--- config.mk ---
export PLATFORM = sky130hd
export DESIGN_NAME = sorted_timer_queue_flat
export DESIGN_NICKNAME = d
export VERILOG_FILES = /design/src/stq_pkg.sv /design/src/stq_if.sv /design/src/sorted_timer_queue.sv /design/src/stq_front.sv /design/src/stq_back.sv /design/src/flat_wrapper.sv
export SDC_FILE = /design/constraint.sdc
export NUM_CORES = 2
export LEC_CHECK = 0
export BUFFER_PORTS_ARGS = -buffer_cell sky130_fd_sc_hd__buf_2
export CORE_MARGIN = 3
export CORE_UTILIZATION = 35
export CTS_CLUSTER_DIAMETER = 40
export DETAILED_ROUTE_END_ITERATION = 6
export PLACE_DENSITY_LB_ADDON = 0.3
export SLEW_MARGIN = 20
export SYNTH_ARGS = -nofsm -noshare
export SYNTH_HDL_FRONTEND = slang
export SYNTH_SLANG_ARGS = --single-unit
--- constraint.sdc ---
create_clock -name clock -period 23.6 [get_ports clock]
set_input_delay 0 -clock clock [delete_from_list [all_inputs] [get_ports clock]]
set_output_delay 0 -clock clock [all_outputs]
set_load 0.01 [all_outputs]
--- src/stq_pkg.sv ---
// ----------------------------------------------------------------------------
// Sorted timer queue package
// Shared sizes, codes and types for the sorted timer queue.
// ----------------------------------------------------------------------------
package stq_pkg;

   localparam int DEPTH      = 32;
   localparam int TIME_BITS  = 32;
   localparam int NSLOTS     = 32;
   localparam int SLOT_W     = 5;
   localparam int CNT_W      = $clog2(DEPTH + 1);
   localparam int POP_W      = $clog2(NSLOTS);

   typedef enum logic [1:0] {
      OP_ADD    = 2'd0,
      OP_UPDATE = 2'd1,
      OP_DELETE = 2'd2,
      OP_TICK   = 2'd3
   } op_type;

   typedef enum logic [2:0] {
      ST_OK         = 3'd0,
      ST_FULL       = 3'd1,
      ST_QUEUED     = 3'd2,
      ST_NOT_QUEUED = 3'd3,
      ST_NONE       = 3'd4
   } status_type;

   typedef enum logic {
      KIND_STATUS = 1'b0,
      KIND_EXPIRY = 1'b1
   } kind_type;

   typedef enum logic [1:0] {
      BK_IDLE,
      BK_INSERT,
      BK_TICK
   } back_state_type;

   // key is the expiry for add/update and the current time for a tick
   typedef struct packed {
      op_type                 op;
      logic [SLOT_W-1:0]      slot;
      logic [TIME_BITS-1:0]   key;
   } cmd_type;

   typedef struct packed {
      logic    valid;
      cmd_type cmd;
   } cmd_head_type;

endpackage

--- src/stq_if.sv ---
// ----------------------------------------------------------------------------
// Sorted timer queue channels
// Request and response channels with valid/ready transfer.
// ----------------------------------------------------------------------------
interface stq_req_if;
   logic        valid;
   logic        ready;
   logic [1:0]  op;
   logic [4:0]  slot;
   logic [31:0] expire_time;
   logic [31:0] now_time;

   modport source (output valid, op, slot, expire_time, now_time, input ready);
   modport sink   (input valid, op, slot, expire_time, now_time, output ready);
endinterface

interface stq_rsp_if;
   logic        valid;
   logic        ready;
   logic        kind;
   logic [4:0]  slot_out;
   logic [2:0]  status;
   logic [31:0] expire_out;
   logic        last;

   modport source (output valid, kind, slot_out, status, expire_out, last, input ready);
   modport sink   (input valid, kind, slot_out, status, expire_out, last, output ready);
endinterface

--- src/sorted_timer_queue.sv ---
// ----------------------------------------------------------------------------
// Sorted timer queue
// Timer slots kept in expiry order; add, update, delete and expiry ticks.
// ----------------------------------------------------------------------------
//  channel   direction  transfer on        carries
//  req_ch    in         valid && ready     op, slot, expire_time, now_time
//  rsp_ch    out        valid && ready     kind, slot_out, status, expire_out, last
//
//  Add and delete finish in the idle state; update removes a queued slot there,
//  then inserts it in the insert state. A tick moves to the tick state, then
//  pops one expired slot per response, or sends ST_NONE if none has expired.
//  Rate is set by the back end's single sorted cell row; a two-entry
//  command queue lets requests transfer while responses are stalled.
//  Reset empties the queue; no clearing pass is needed.
// ----------------------------------------------------------------------------
module sorted_timer_queue (
   input  logic      clock,
   input  logic      reset,
   stq_req_if.sink   req_ch,
   stq_rsp_if.source rsp_ch
);

   stq_pkg::cmd_head_type cmd_head;
   logic                  cmd_pop;

   stq_front u_front (
      .clock    (clock),
      .reset    (reset),
      .req_ch   (req_ch),
      .cmd_pop  (cmd_pop),
      .cmd_head (cmd_head)
   );

   stq_back u_back (
      .clock    (clock),
      .reset    (reset),
      .cmd_head (cmd_head),
      .cmd_pop  (cmd_pop),
      .rsp_ch   (rsp_ch)
   );

endmodule

--- src/stq_front.sv ---
// ----------------------------------------------------------------------------
// Sorted timer queue front end
// Accepts requests, forms commands and holds them in a two-entry queue.
// ----------------------------------------------------------------------------
module stq_front (
   input  logic                clock,
   input  logic                reset,
   stq_req_if.sink             req_ch,
   input  logic                cmd_pop,
   output stq_pkg::cmd_head_type cmd_head
);

   stq_pkg::cmd_type q_ff [2];
   stq_pkg::cmd_type new_cmd;
   logic       wr_ptr_ff, wr_ptr_in;
   logic       rd_ptr_ff, rd_ptr_in;
   logic [1:0] fill_ff, fill_in;
   logic       push;
   logic       pop;

   assign req_ch.ready = (fill_ff != 2'd2);
   assign push = req_ch.valid && req_ch.ready;
   assign pop  = cmd_pop && (fill_ff != 2'd0);

   always_comb begin
      new_cmd.op   = stq_pkg::op_type'(req_ch.op);
      new_cmd.slot = req_ch.slot;
      if (req_ch.op == stq_pkg::OP_TICK) begin
         new_cmd.key = req_ch.now_time[stq_pkg::TIME_BITS-1:0];
      end else begin
         new_cmd.key = req_ch.expire_time[stq_pkg::TIME_BITS-1:0];
      end
   end

   always_comb begin
      wr_ptr_in = push ? ~wr_ptr_ff : wr_ptr_ff;
      rd_ptr_in = pop ? ~rd_ptr_ff : rd_ptr_ff;
      fill_in   = fill_ff + {1'b0, push} - {1'b0, pop};
   end

   always_ff @(posedge clock) begin
      if (reset) begin
         wr_ptr_ff <= 1'b0;
         rd_ptr_ff <= 1'b0;
         fill_ff   <= 2'd0;
      end else begin
         wr_ptr_ff <= wr_ptr_in;
         rd_ptr_ff <= rd_ptr_in;
         fill_ff   <= fill_in;
      end
   end

   always_ff @(posedge clock) begin
      if (push) begin
         q_ff[wr_ptr_ff] <= new_cmd;
      end
   end

   assign cmd_head.valid = (fill_ff != 2'd0);
   assign cmd_head.cmd   = q_ff[rd_ptr_ff];

endmodule

--- src/stq_back.sv ---
// ----------------------------------------------------------------------------
// Sorted timer queue back end
// Row of sorted cells with insert, remove and head pop; drives responses.
// ----------------------------------------------------------------------------
module stq_back (
   input  logic                  clock,
   input  logic                  reset,
   input  stq_pkg::cmd_head_type cmd_head,
   output logic                  cmd_pop,
   stq_rsp_if.source             rsp_ch
);

   localparam int DEPTH = stq_pkg::DEPTH;
   localparam int TB    = stq_pkg::TIME_BITS;

   logic [stq_pkg::SLOT_W-1:0] slot_ff [DEPTH];
   logic [stq_pkg::SLOT_W-1:0] slot_in [DEPTH];
   logic [TB-1:0]              exp_ff  [DEPTH];
   logic [TB-1:0]              exp_in  [DEPTH];
   logic [stq_pkg::CNT_W-1:0]  count_ff, count_in;
   logic [stq_pkg::NSLOTS-1:0] queued_ff, queued_in;
   logic [stq_pkg::POP_W-1:0]  popped_ff, popped_in;
   stq_pkg::back_state_type    state_ff, state_in;

   logic        rsp_valid_ff, rsp_valid_in;
   logic        rsp_kind_ff, rsp_kind_in;
   logic [4:0]  rsp_slot_ff, rsp_slot_in;
   logic [2:0]  rsp_status_ff, rsp_status_in;
   logic [31:0] rsp_expire_ff, rsp_expire_in;
   logic        rsp_last_ff, rsp_last_in;

   logic [DEPTH-1:0] le;
   logic [DEPTH-1:0] after;
   logic             out_free;
   logic             do_ins, do_rem, do_pop;
   logic             head_due, next_due;
   stq_pkg::cmd_type cmd;

   assign cmd      = cmd_head.cmd;
   assign out_free = !rsp_valid_ff || rsp_ch.ready;

   // le is a prefix (list is sorted); after marks the matched cell onward
   always_comb begin
      for (int i = 0; i < DEPTH; i++) begin
         le[i] = (stq_pkg::CNT_W'(i) < count_ff) && (exp_ff[i] <= cmd.key);
      end
      after[0] = (count_ff != '0) && (slot_ff[0] == cmd.slot);
      for (int i = 1; i < DEPTH; i++) begin
         after[i] = after[i-1] ||
                    ((stq_pkg::CNT_W'(i) < count_ff) && (slot_ff[i] == cmd.slot));
      end
      head_due = le[0];
      next_due = le[1];
   end

   always_comb begin
      state_in      = state_ff;
      popped_in     = popped_ff;
      queued_in     = queued_ff;
      do_ins        = 1'b0;
      do_rem        = 1'b0;
      do_pop        = 1'b0;
      cmd_pop       = 1'b0;
      rsp_valid_in  = rsp_valid_ff && !rsp_ch.ready;
      rsp_kind_in   = rsp_kind_ff;
      rsp_slot_in   = rsp_slot_ff;
      rsp_status_in = rsp_status_ff;
      rsp_expire_in = rsp_expire_ff;
      rsp_last_in   = rsp_last_ff;

      case (state_ff)
         stq_pkg::BK_IDLE: begin
            popped_in = '0;
            if (cmd_head.valid && out_free) begin
               rsp_kind_in   = stq_pkg::KIND_STATUS;
               rsp_slot_in   = cmd.slot;
               rsp_expire_in = '0;
               rsp_last_in   = 1'b1;
               case (cmd.op)
                  stq_pkg::OP_ADD: begin
                     rsp_valid_in = 1'b1;
                     cmd_pop      = 1'b1;
                     if (queued_ff[cmd.slot]) begin
                        rsp_status_in = stq_pkg::ST_QUEUED;
                     end else if (count_ff >= stq_pkg::CNT_W'(DEPTH)) begin
                        rsp_status_in = stq_pkg::ST_FULL;
                     end else begin
                        rsp_status_in        = stq_pkg::ST_OK;
                        do_ins               = 1'b1;
                        queued_in[cmd.slot]  = 1'b1;
                     end
                  end
                  stq_pkg::OP_UPDATE: begin
                     if (queued_ff[cmd.slot]) begin
                        do_rem   = 1'b1;
                        state_in = stq_pkg::BK_INSERT;
                     end else begin
                        rsp_valid_in  = 1'b1;
                        rsp_status_in = stq_pkg::ST_NOT_QUEUED;
                        cmd_pop       = 1'b1;
                     end
                  end
                  stq_pkg::OP_DELETE: begin
                     rsp_valid_in = 1'b1;
                     cmd_pop      = 1'b1;
                     if (queued_ff[cmd.slot]) begin
                        do_rem              = 1'b1;
                        queued_in[cmd.slot] = 1'b0;
                        rsp_status_in       = stq_pkg::ST_OK;
                     end else begin
                        rsp_status_in = stq_pkg::ST_NOT_QUEUED;
                     end
                  end
                  stq_pkg::OP_TICK: begin
                     state_in = stq_pkg::BK_TICK;
                  end
                  default: begin
                     state_in = stq_pkg::BK_IDLE;
                  end
               endcase
            end
         end
         stq_pkg::BK_INSERT: begin
            if (out_free) begin
               do_ins        = 1'b1;
               cmd_pop       = 1'b1;
               rsp_valid_in  = 1'b1;
               rsp_kind_in   = stq_pkg::KIND_STATUS;
               rsp_slot_in   = cmd.slot;
               rsp_status_in = stq_pkg::ST_OK;
               rsp_expire_in = '0;
               rsp_last_in   = 1'b1;
               state_in      = stq_pkg::BK_IDLE;
            end
         end
         stq_pkg::BK_TICK: begin
            if (out_free) begin
               rsp_valid_in = 1'b1;
               if (head_due) begin
                  do_pop               = 1'b1;
                  queued_in[slot_ff[0]] = 1'b0;
                  popped_in            = popped_ff + 1'b1;
                  rsp_kind_in          = stq_pkg::KIND_EXPIRY;
                  rsp_slot_in          = slot_ff[0];
                  rsp_status_in        = stq_pkg::ST_OK;
                  rsp_expire_in        = 32'(exp_ff[0]);
                  rsp_last_in          = !next_due || (popped_ff == '1);
               end else begin
                  rsp_kind_in   = stq_pkg::KIND_STATUS;
                  rsp_slot_in   = '0;
                  rsp_status_in = stq_pkg::ST_NONE;
                  rsp_expire_in = '0;
                  rsp_last_in   = 1'b1;
               end
               if (rsp_last_in) begin
                  cmd_pop  = 1'b1;
                  state_in = stq_pkg::BK_IDLE;
               end
            end
         end
         default: begin
            state_in = stq_pkg::BK_IDLE;
         end
      endcase
   end

   // cell updates: insert shifts up past the insertion point, remove/pop shift down
   always_comb begin
      count_in = count_ff;
      if (do_ins) begin
         count_in = count_ff + 1'b1;
      end else if (do_rem || do_pop) begin
         count_in = count_ff - 1'b1;
      end
      for (int i = 0; i < DEPTH; i++) begin
         slot_in[i] = slot_ff[i];
         exp_in[i]  = exp_ff[i];
         if (do_ins && !le[i]) begin
            if (i == 0 || le[(i == 0) ? 0 : i-1]) begin
               slot_in[i] = cmd.slot;
               exp_in[i]  = cmd.key;
            end else begin
               slot_in[i] = slot_ff[(i == 0) ? 0 : i-1];
               exp_in[i]  = exp_ff[(i == 0) ? 0 : i-1];
            end
         end else if ((do_rem && after[i]) || do_pop) begin
            if (i < DEPTH-1) begin
               slot_in[i] = slot_ff[(i < DEPTH-1) ? i+1 : i];
               exp_in[i]  = exp_ff[(i < DEPTH-1) ? i+1 : i];
            end
         end
      end
   end

   always_ff @(posedge clock) begin
      if (reset) begin
         state_ff     <= stq_pkg::BK_IDLE;
         count_ff     <= '0;
         queued_ff    <= '0;
         popped_ff    <= '0;
         rsp_valid_ff <= 1'b0;
      end else begin
         state_ff     <= state_in;
         count_ff     <= count_in;
         queued_ff    <= queued_in;
         popped_ff    <= popped_in;
         rsp_valid_ff <= rsp_valid_in;
      end
   end

   always_ff @(posedge clock) begin
      for (int i = 0; i < DEPTH; i++) begin
         slot_ff[i] <= slot_in[i];
         exp_ff[i]  <= exp_in[i];
      end
      rsp_kind_ff   <= rsp_kind_in;
      rsp_slot_ff   <= rsp_slot_in;
      rsp_status_ff <= rsp_status_in;
      rsp_expire_ff <= rsp_expire_in;
      rsp_last_ff   <= rsp_last_in;
   end

   assign rsp_ch.valid      = rsp_valid_ff;
   assign rsp_ch.kind       = rsp_kind_ff;
   assign rsp_ch.slot_out   = rsp_slot_ff;
   assign rsp_ch.status     = rsp_status_ff;
   assign rsp_ch.expire_out = rsp_expire_ff;
   assign rsp_ch.last       = rsp_last_ff;

endmodule
--- src/flat_wrapper.sv ---
// flat-port wrapper written by rule: the top's interface ports become plain ports
module sorted_timer_queue_flat 
  (clock, reset, req_ch_valid, req_ch_op, req_ch_slot, req_ch_expire_time, req_ch_now_time, req_ch_ready, rsp_ch_valid, rsp_ch_kind, rsp_ch_slot_out, rsp_ch_status, rsp_ch_expire_out, rsp_ch_last, rsp_ch_ready);
  stq_req_if req_ch_i ();
  stq_rsp_if rsp_ch_i ();
  input  logic clock;
  input  logic reset;
  input wire logic [$bits(req_ch_i.valid)-1:0] req_ch_valid;
  input wire logic [$bits(req_ch_i.op)-1:0] req_ch_op;
  input wire logic [$bits(req_ch_i.slot)-1:0] req_ch_slot;
  input wire logic [$bits(req_ch_i.expire_time)-1:0] req_ch_expire_time;
  input wire logic [$bits(req_ch_i.now_time)-1:0] req_ch_now_time;
  output wire logic [$bits(req_ch_i.ready)-1:0] req_ch_ready;
  output wire logic [$bits(rsp_ch_i.valid)-1:0] rsp_ch_valid;
  output wire logic [$bits(rsp_ch_i.kind)-1:0] rsp_ch_kind;
  output wire logic [$bits(rsp_ch_i.slot_out)-1:0] rsp_ch_slot_out;
  output wire logic [$bits(rsp_ch_i.status)-1:0] rsp_ch_status;
  output wire logic [$bits(rsp_ch_i.expire_out)-1:0] rsp_ch_expire_out;
  output wire logic [$bits(rsp_ch_i.last)-1:0] rsp_ch_last;
  input wire logic [$bits(rsp_ch_i.ready)-1:0] rsp_ch_ready;
  assign req_ch_i.valid = req_ch_valid;
  assign req_ch_i.op = req_ch_op;
  assign req_ch_i.slot = req_ch_slot;
  assign req_ch_i.expire_time = req_ch_expire_time;
  assign req_ch_i.now_time = req_ch_now_time;
  assign req_ch_ready = req_ch_i.ready;
  assign rsp_ch_valid = rsp_ch_i.valid;
  assign rsp_ch_kind = rsp_ch_i.kind;
  assign rsp_ch_slot_out = rsp_ch_i.slot_out;
  assign rsp_ch_status = rsp_ch_i.status;
  assign rsp_ch_expire_out = rsp_ch_i.expire_out;
  assign rsp_ch_last = rsp_ch_i.last;
  assign rsp_ch_i.ready = rsp_ch_ready;
  sorted_timer_queue u_core (.clock(clock), .reset(reset), .req_ch(req_ch_i), .rsp_ch(rsp_ch_i));
endmodule
# After elaboration in Yosys (flattened, before gate mapping)
# Memory sizes are Yosys's and may differ from the RTL's. A register that Yosys moved wholly into a read port is not among the register bits.
# Index checks and enable logic that the tools add are counted.
# word_totals
regBits	92
ramBits	1262
in_bits	75
elab_cells	668
mem_count	3
# op_classes
n_addsub	5
order_cmp	69
n_eq_ne	52
muxes	274
bitwise_logic	7
n_reduce_logical	245
# mem_list
memory	words	word_bits	rd	rd_ports_with_merged_regs	wr	line	text
u_core.u_back.exp_ff	32	32	32	0	32	stq_back.sv:18	logic [TB-1:0] exp_ff [DEPTH];
u_core.u_back.slot_ff	32	5	32	0	32	stq_back.sv:16	logic [stq_pkg::SLOT_W-1:0] slot_ff [DEPTH];
u_core.u_front.q_ff	2	39	1	1	1	stq_front.sv:13	stq_pkg::cmd_type q_ff [2];
# ops
op	n
$mux W32	105
$le A32 B32 Y1	32
$mux W5	100
$eq A5 B5 Y1	31
$logic_and A1 B1 Y1	132
$pmux W32 S2	2
$lt A5 B6 Y1 const A	16
$pmux W32 S3	1
$and A32 B32 Y32	2
$logic_or A1 B1 Y1	64
$not A32 Y32	2
$lt A4 B6 Y1 const A	8
$mux W1	36
$logic_not A1 Y1	34
$or A32 B32 Y32	1
$lt A3 B6 Y1 const A	4
$pmux W3 S3	2
$mux W3	5
$ne A3 B3 Y1 const B	5
$pmux W5 S3	1
$mux W2	7
$lt A1 B6 Y1 const A	2
$lt A2 B6 Y1 const A	2
$lt A5 B6 Y1 const B	2
other kinds (31)	56

# Longest topological paths before layout
# An unclocked memory read counts as a cell.
# depth
word_depth	37
mapped_depth	24
ltp_nobuf	17

# Hierarchy
# A second synthesis with hierarchy kept.
# hier_totals
hier_cells	9376
area_unflattened_um2	95466.6
# by_module_without_submodules
mod	instances	cells_each	area_per_inst_um2	seq_area_each_um2
stq_back	1	9190	91997.0	37736.2
stq_front	1	186	3469.6	2442.3

# Least setup slack after synthesis
# No wires, ideal clock.
# synth_path
kind	flip-flop to flip-flop
startpoint	reg (tool-made name)
endpoint	mem u_core.u_back.exp_ff[1][448] (netlist bit) (enable)
setup_time_ns	0.560
arrival_ns	7.115
required_time_ns	23.040
slack_ns	15.925
stages_incl_launch_ff	12
n_path_buf	6
cell_sequence	dfxtp_1 -> buf_2 -> buf_2 -> buf_4 -> clkbuf_1 -> clkbuf_1 -> mux2i_1 -> ha_1 -> nor2_1 -> o21ai_1 -> clkbuf_1 -> o311ai_0
# synth_lines
element	line
end, declared	stq_back.sv:18

==> metrics.txt <==
Ports=119; top cell type by total area after synthesis=edfxtp_1; H-Tree Depth=5; drt drc=0; Setup Fix Bufs, Post-CTS=0; pre-CTS WS=15.81 ns; Routed Wire Length=382000 µm; layout cells sized above 1=16.1%; Synth-to-Final Area Change=16.2%; hpwl dp=272000 µm; Setup crit start kind=flop; max-cap violations=0; EDFF count, synth=1304; die height=524 µm; Port Buffers=118; post-cts sizing count=0; Net Count, Synth=10200; Fin Clk Skew=0.0769 ns; Clock Sinks=1355; combinational power share=50.9%; Initial Utilization=35.3%; Final period util=33.3%; 1st-pass router iterations=7; status=finished, final reports clean; initial antenna violation count=12; Avg WL per Cell=29.4 µm; top post-synthesis cells by area=edfxtp_1, ha_1, mux2_2; Synth top area share=41.7%; FF+latch count, synth=1355; Leak=42.8 nW; most used flip-flop cell after synthesis=edfxtp_1; actual slew at the worst max-slew pin=1.04 ns; Root Driver=clkbuf_16; crit end category=flop; Synth warnings=0; CTS Buffer Depth=4; sw frac=46.2%; Seq pwr share=29.2%; Final Hold Vio Count=0; Mapped Cells=9080; Max IR drop VDD=0.000103 V; final net count=10300; Net Sw Power=0.00915 W; ys async rst share=0%; die area=0.274 mm²; internal power=0.0107 W; Post-DRT Antenna Nets=0; Distinct cells, synth=79; Final min period=7.86 ns; post-synthesis sequential area ratio=42.8%; final-report max-slew violation count=0; CTS clock-pin slew for the worst setup and hold paths=0.06 ns; drt initial violations=9638; cell with the most instances after synthesis=edfxtp_1; required time worst endpoint=24.08 ns; fillcell total=25500; largest net degree at the start of global routing=85; Placer Congestion=0.958; Total Routing Usage GR=27.0%; Worst slew margin=30.0%; Skew-Pair Late Insertion Delay=0.86 ns; final setup margin=15.74 ns; RSZ-0062 raised after global routing=no; Via Count=78600; endpoints failing setup=0; crit-path max FO=55; TritonCTS clock tree=built; CP Class=reg2reg; power density cells=182 mW/mm²; Hold Crit Class=in2reg; Die X=524 µm; Mapped Area=0.0938 mm²; Syn Area/Cell=10.3 µm²; number of global-route vias before repair=75900; Worst Path Arrival=8.34 ns; GR Overflow Total=0; vias per cell=6.06; part of the power in the clock network=19.9%; Core Region=0.266 mm²; Setup TNS=0 ns; Site Rows=189; first-pass GRT wire length=546000 µm; f_max=127 MHz; TritonCTS Buffers=269; Synth top cells by count=edfxtp_1, o21ai_0, nand2_1
[worst paths after layout]
path,endpoint,slack (ns),start,cells past startpoint
setup / recovery,u_core.u_back.exp_ff[0][375],15.74,flop,16
hold / removal,u_core.u_front.q_ff[1][34],0.05,req_ch_slot[2],2
setup reg to reg,u_core.u_back.exp_ff[0][375],15.74,flop,16
hold reg to reg,u_core.u_back.popped_ff[4],0.49,u_core.u_back.popped_ff[4],2
[critical path: stages (launching register included)]
cell and delay [ns]:
dfxtp_4 0.66, buf_4 0.65, mux2_2 0.74, inv_2 0.15
buf_4 0.45, ha_1 0.35, and3_1 0.22, a221o_1 0.34
a221oi_1 0.39, a22oi_1 0.17, or3_2 0.52, nor2_2 0.64
buf_4 0.38, a21oi_4 0.21, buf_16 0.22, nand3_1 0.73
buf_4 0.45
[logic make-up (layout without fill, tap and decap cells)]
family | count (synthesis) | count (layout) | share of synthesized area [%]
compound gates | 2338 | 2338 | 14.1
simple gates | 2299 | 2299 | 11.1
flops | 1355 | 1355 | 42.8
mux | 1200 | 1200 | 13.7
fa+ha+maj | 1040 | 1040 | 13.9
buf+inv | 688 | 1038 | 2.94
xor+xnor | 160 | 160 | 1.49
other cells | 0 | 3 | 0
[power by group through the flow]
stage	Clock, W	Combinational (W)	Sequential, W
after floorplan	0	0.00661	0.00512
after global placement	0	0.00957	0.00573
after detailed placement	0	0.00982	0.00574
after CTS	0.00397	0.00990	0.00570
after global routing	0.00408	0.0110	0.00582
final	0.00394	0.0101	0.00578
[placed cells by master (no fill, tap or decap), drive strengths merged, types with 31 or more instances in the layout]
master	netlist	layout
a211oi	51	51
nor4	45	45
dlygate4sd3	0	82
o21a	44	44
nor2b	61	61
nand4	200	200
nand2	1113	1113
mux2	649	649
nor2	430	430
dfxtp	51	51
mux2i	547	547
buf	92	375
a21o	128	128
clkinv	0	91
nand3	133	133
bufinv	0	36
and3	31	31
o211ai	68	68
ha	1040	1040
edfxtp	1304	1304
o21ai	1268	1268
or3	38	38
a21oi	560	560
xnor2	156	156
nor3	83	83
inv	106	129
nand2b	37	37
clkbuf	490	298
and2	48	48
[layout make-up]
type | count | area [µm²] | share of cell area, %
sequential | 1355 | 40200 | 36.9
multi-input combinational | 7037 | 51500 | 47.3
clock buffer | 298 | 7040 | 6.46
inverter | 106 | 398 | 0.365
tap | 3533 | 4420 | 4.06
timing repair buffer | 457 | 3390 | 3.11
antenna | 3 | 7.51 | 0.00689
clock inverter | 177 | 2040 | 1.87
[flip-flops by register name (all words and copies together) (netlist names), 3 cells and up, named ones only]
signal                           count
u_core.u_back.rsp_ch.slot_out        5
u_core.u_back.slot_ff              160
u_core.u_front.q_ff                 78
u_core.u_back.rsp_ch.expire_out     32
u_core.u_back.rsp_ch.status          3
u_core.u_back.exp_ff              1024
u_core.u_back.count_ff               6
u_core.u_back.popped_ff              5
[routing by layer]
metal / up-vias / wire [µm] / track usage [%]
li1: 34600 / - / -
met1: 38700 / 164000 / 37.9
met2: 4462 / 158000 / 38.9
met3: 865 / 39100 / 5.85
met4: 4 / 21400 / 13.3
met5: - / 21 / 0
[metrics by stage]
stage                     utilization (%)  area, µm²  power, W  cells  hold WS (ns)
after detailed placement             37.3      99100    0.0156  12400         0.264
final                                41.0     109000    0.0198  13000        0.0474
after floorplan                         -      93800    0.0117   9080        0.0989
after CTS                            41.0     109000    0.0196  13000       0.00277
after global routing                 41.0     109000    0.0209  13000        0.0523
after global placement               37.3      99000    0.0153  12400         0.262
[what timing repair did]
item	CTS	global route
endpoints found under the hold margin	141	0
setup endpoints to repair	0	0
hold buffers	82	0
No activity file was read; power rests on OpenSTA's default activity.
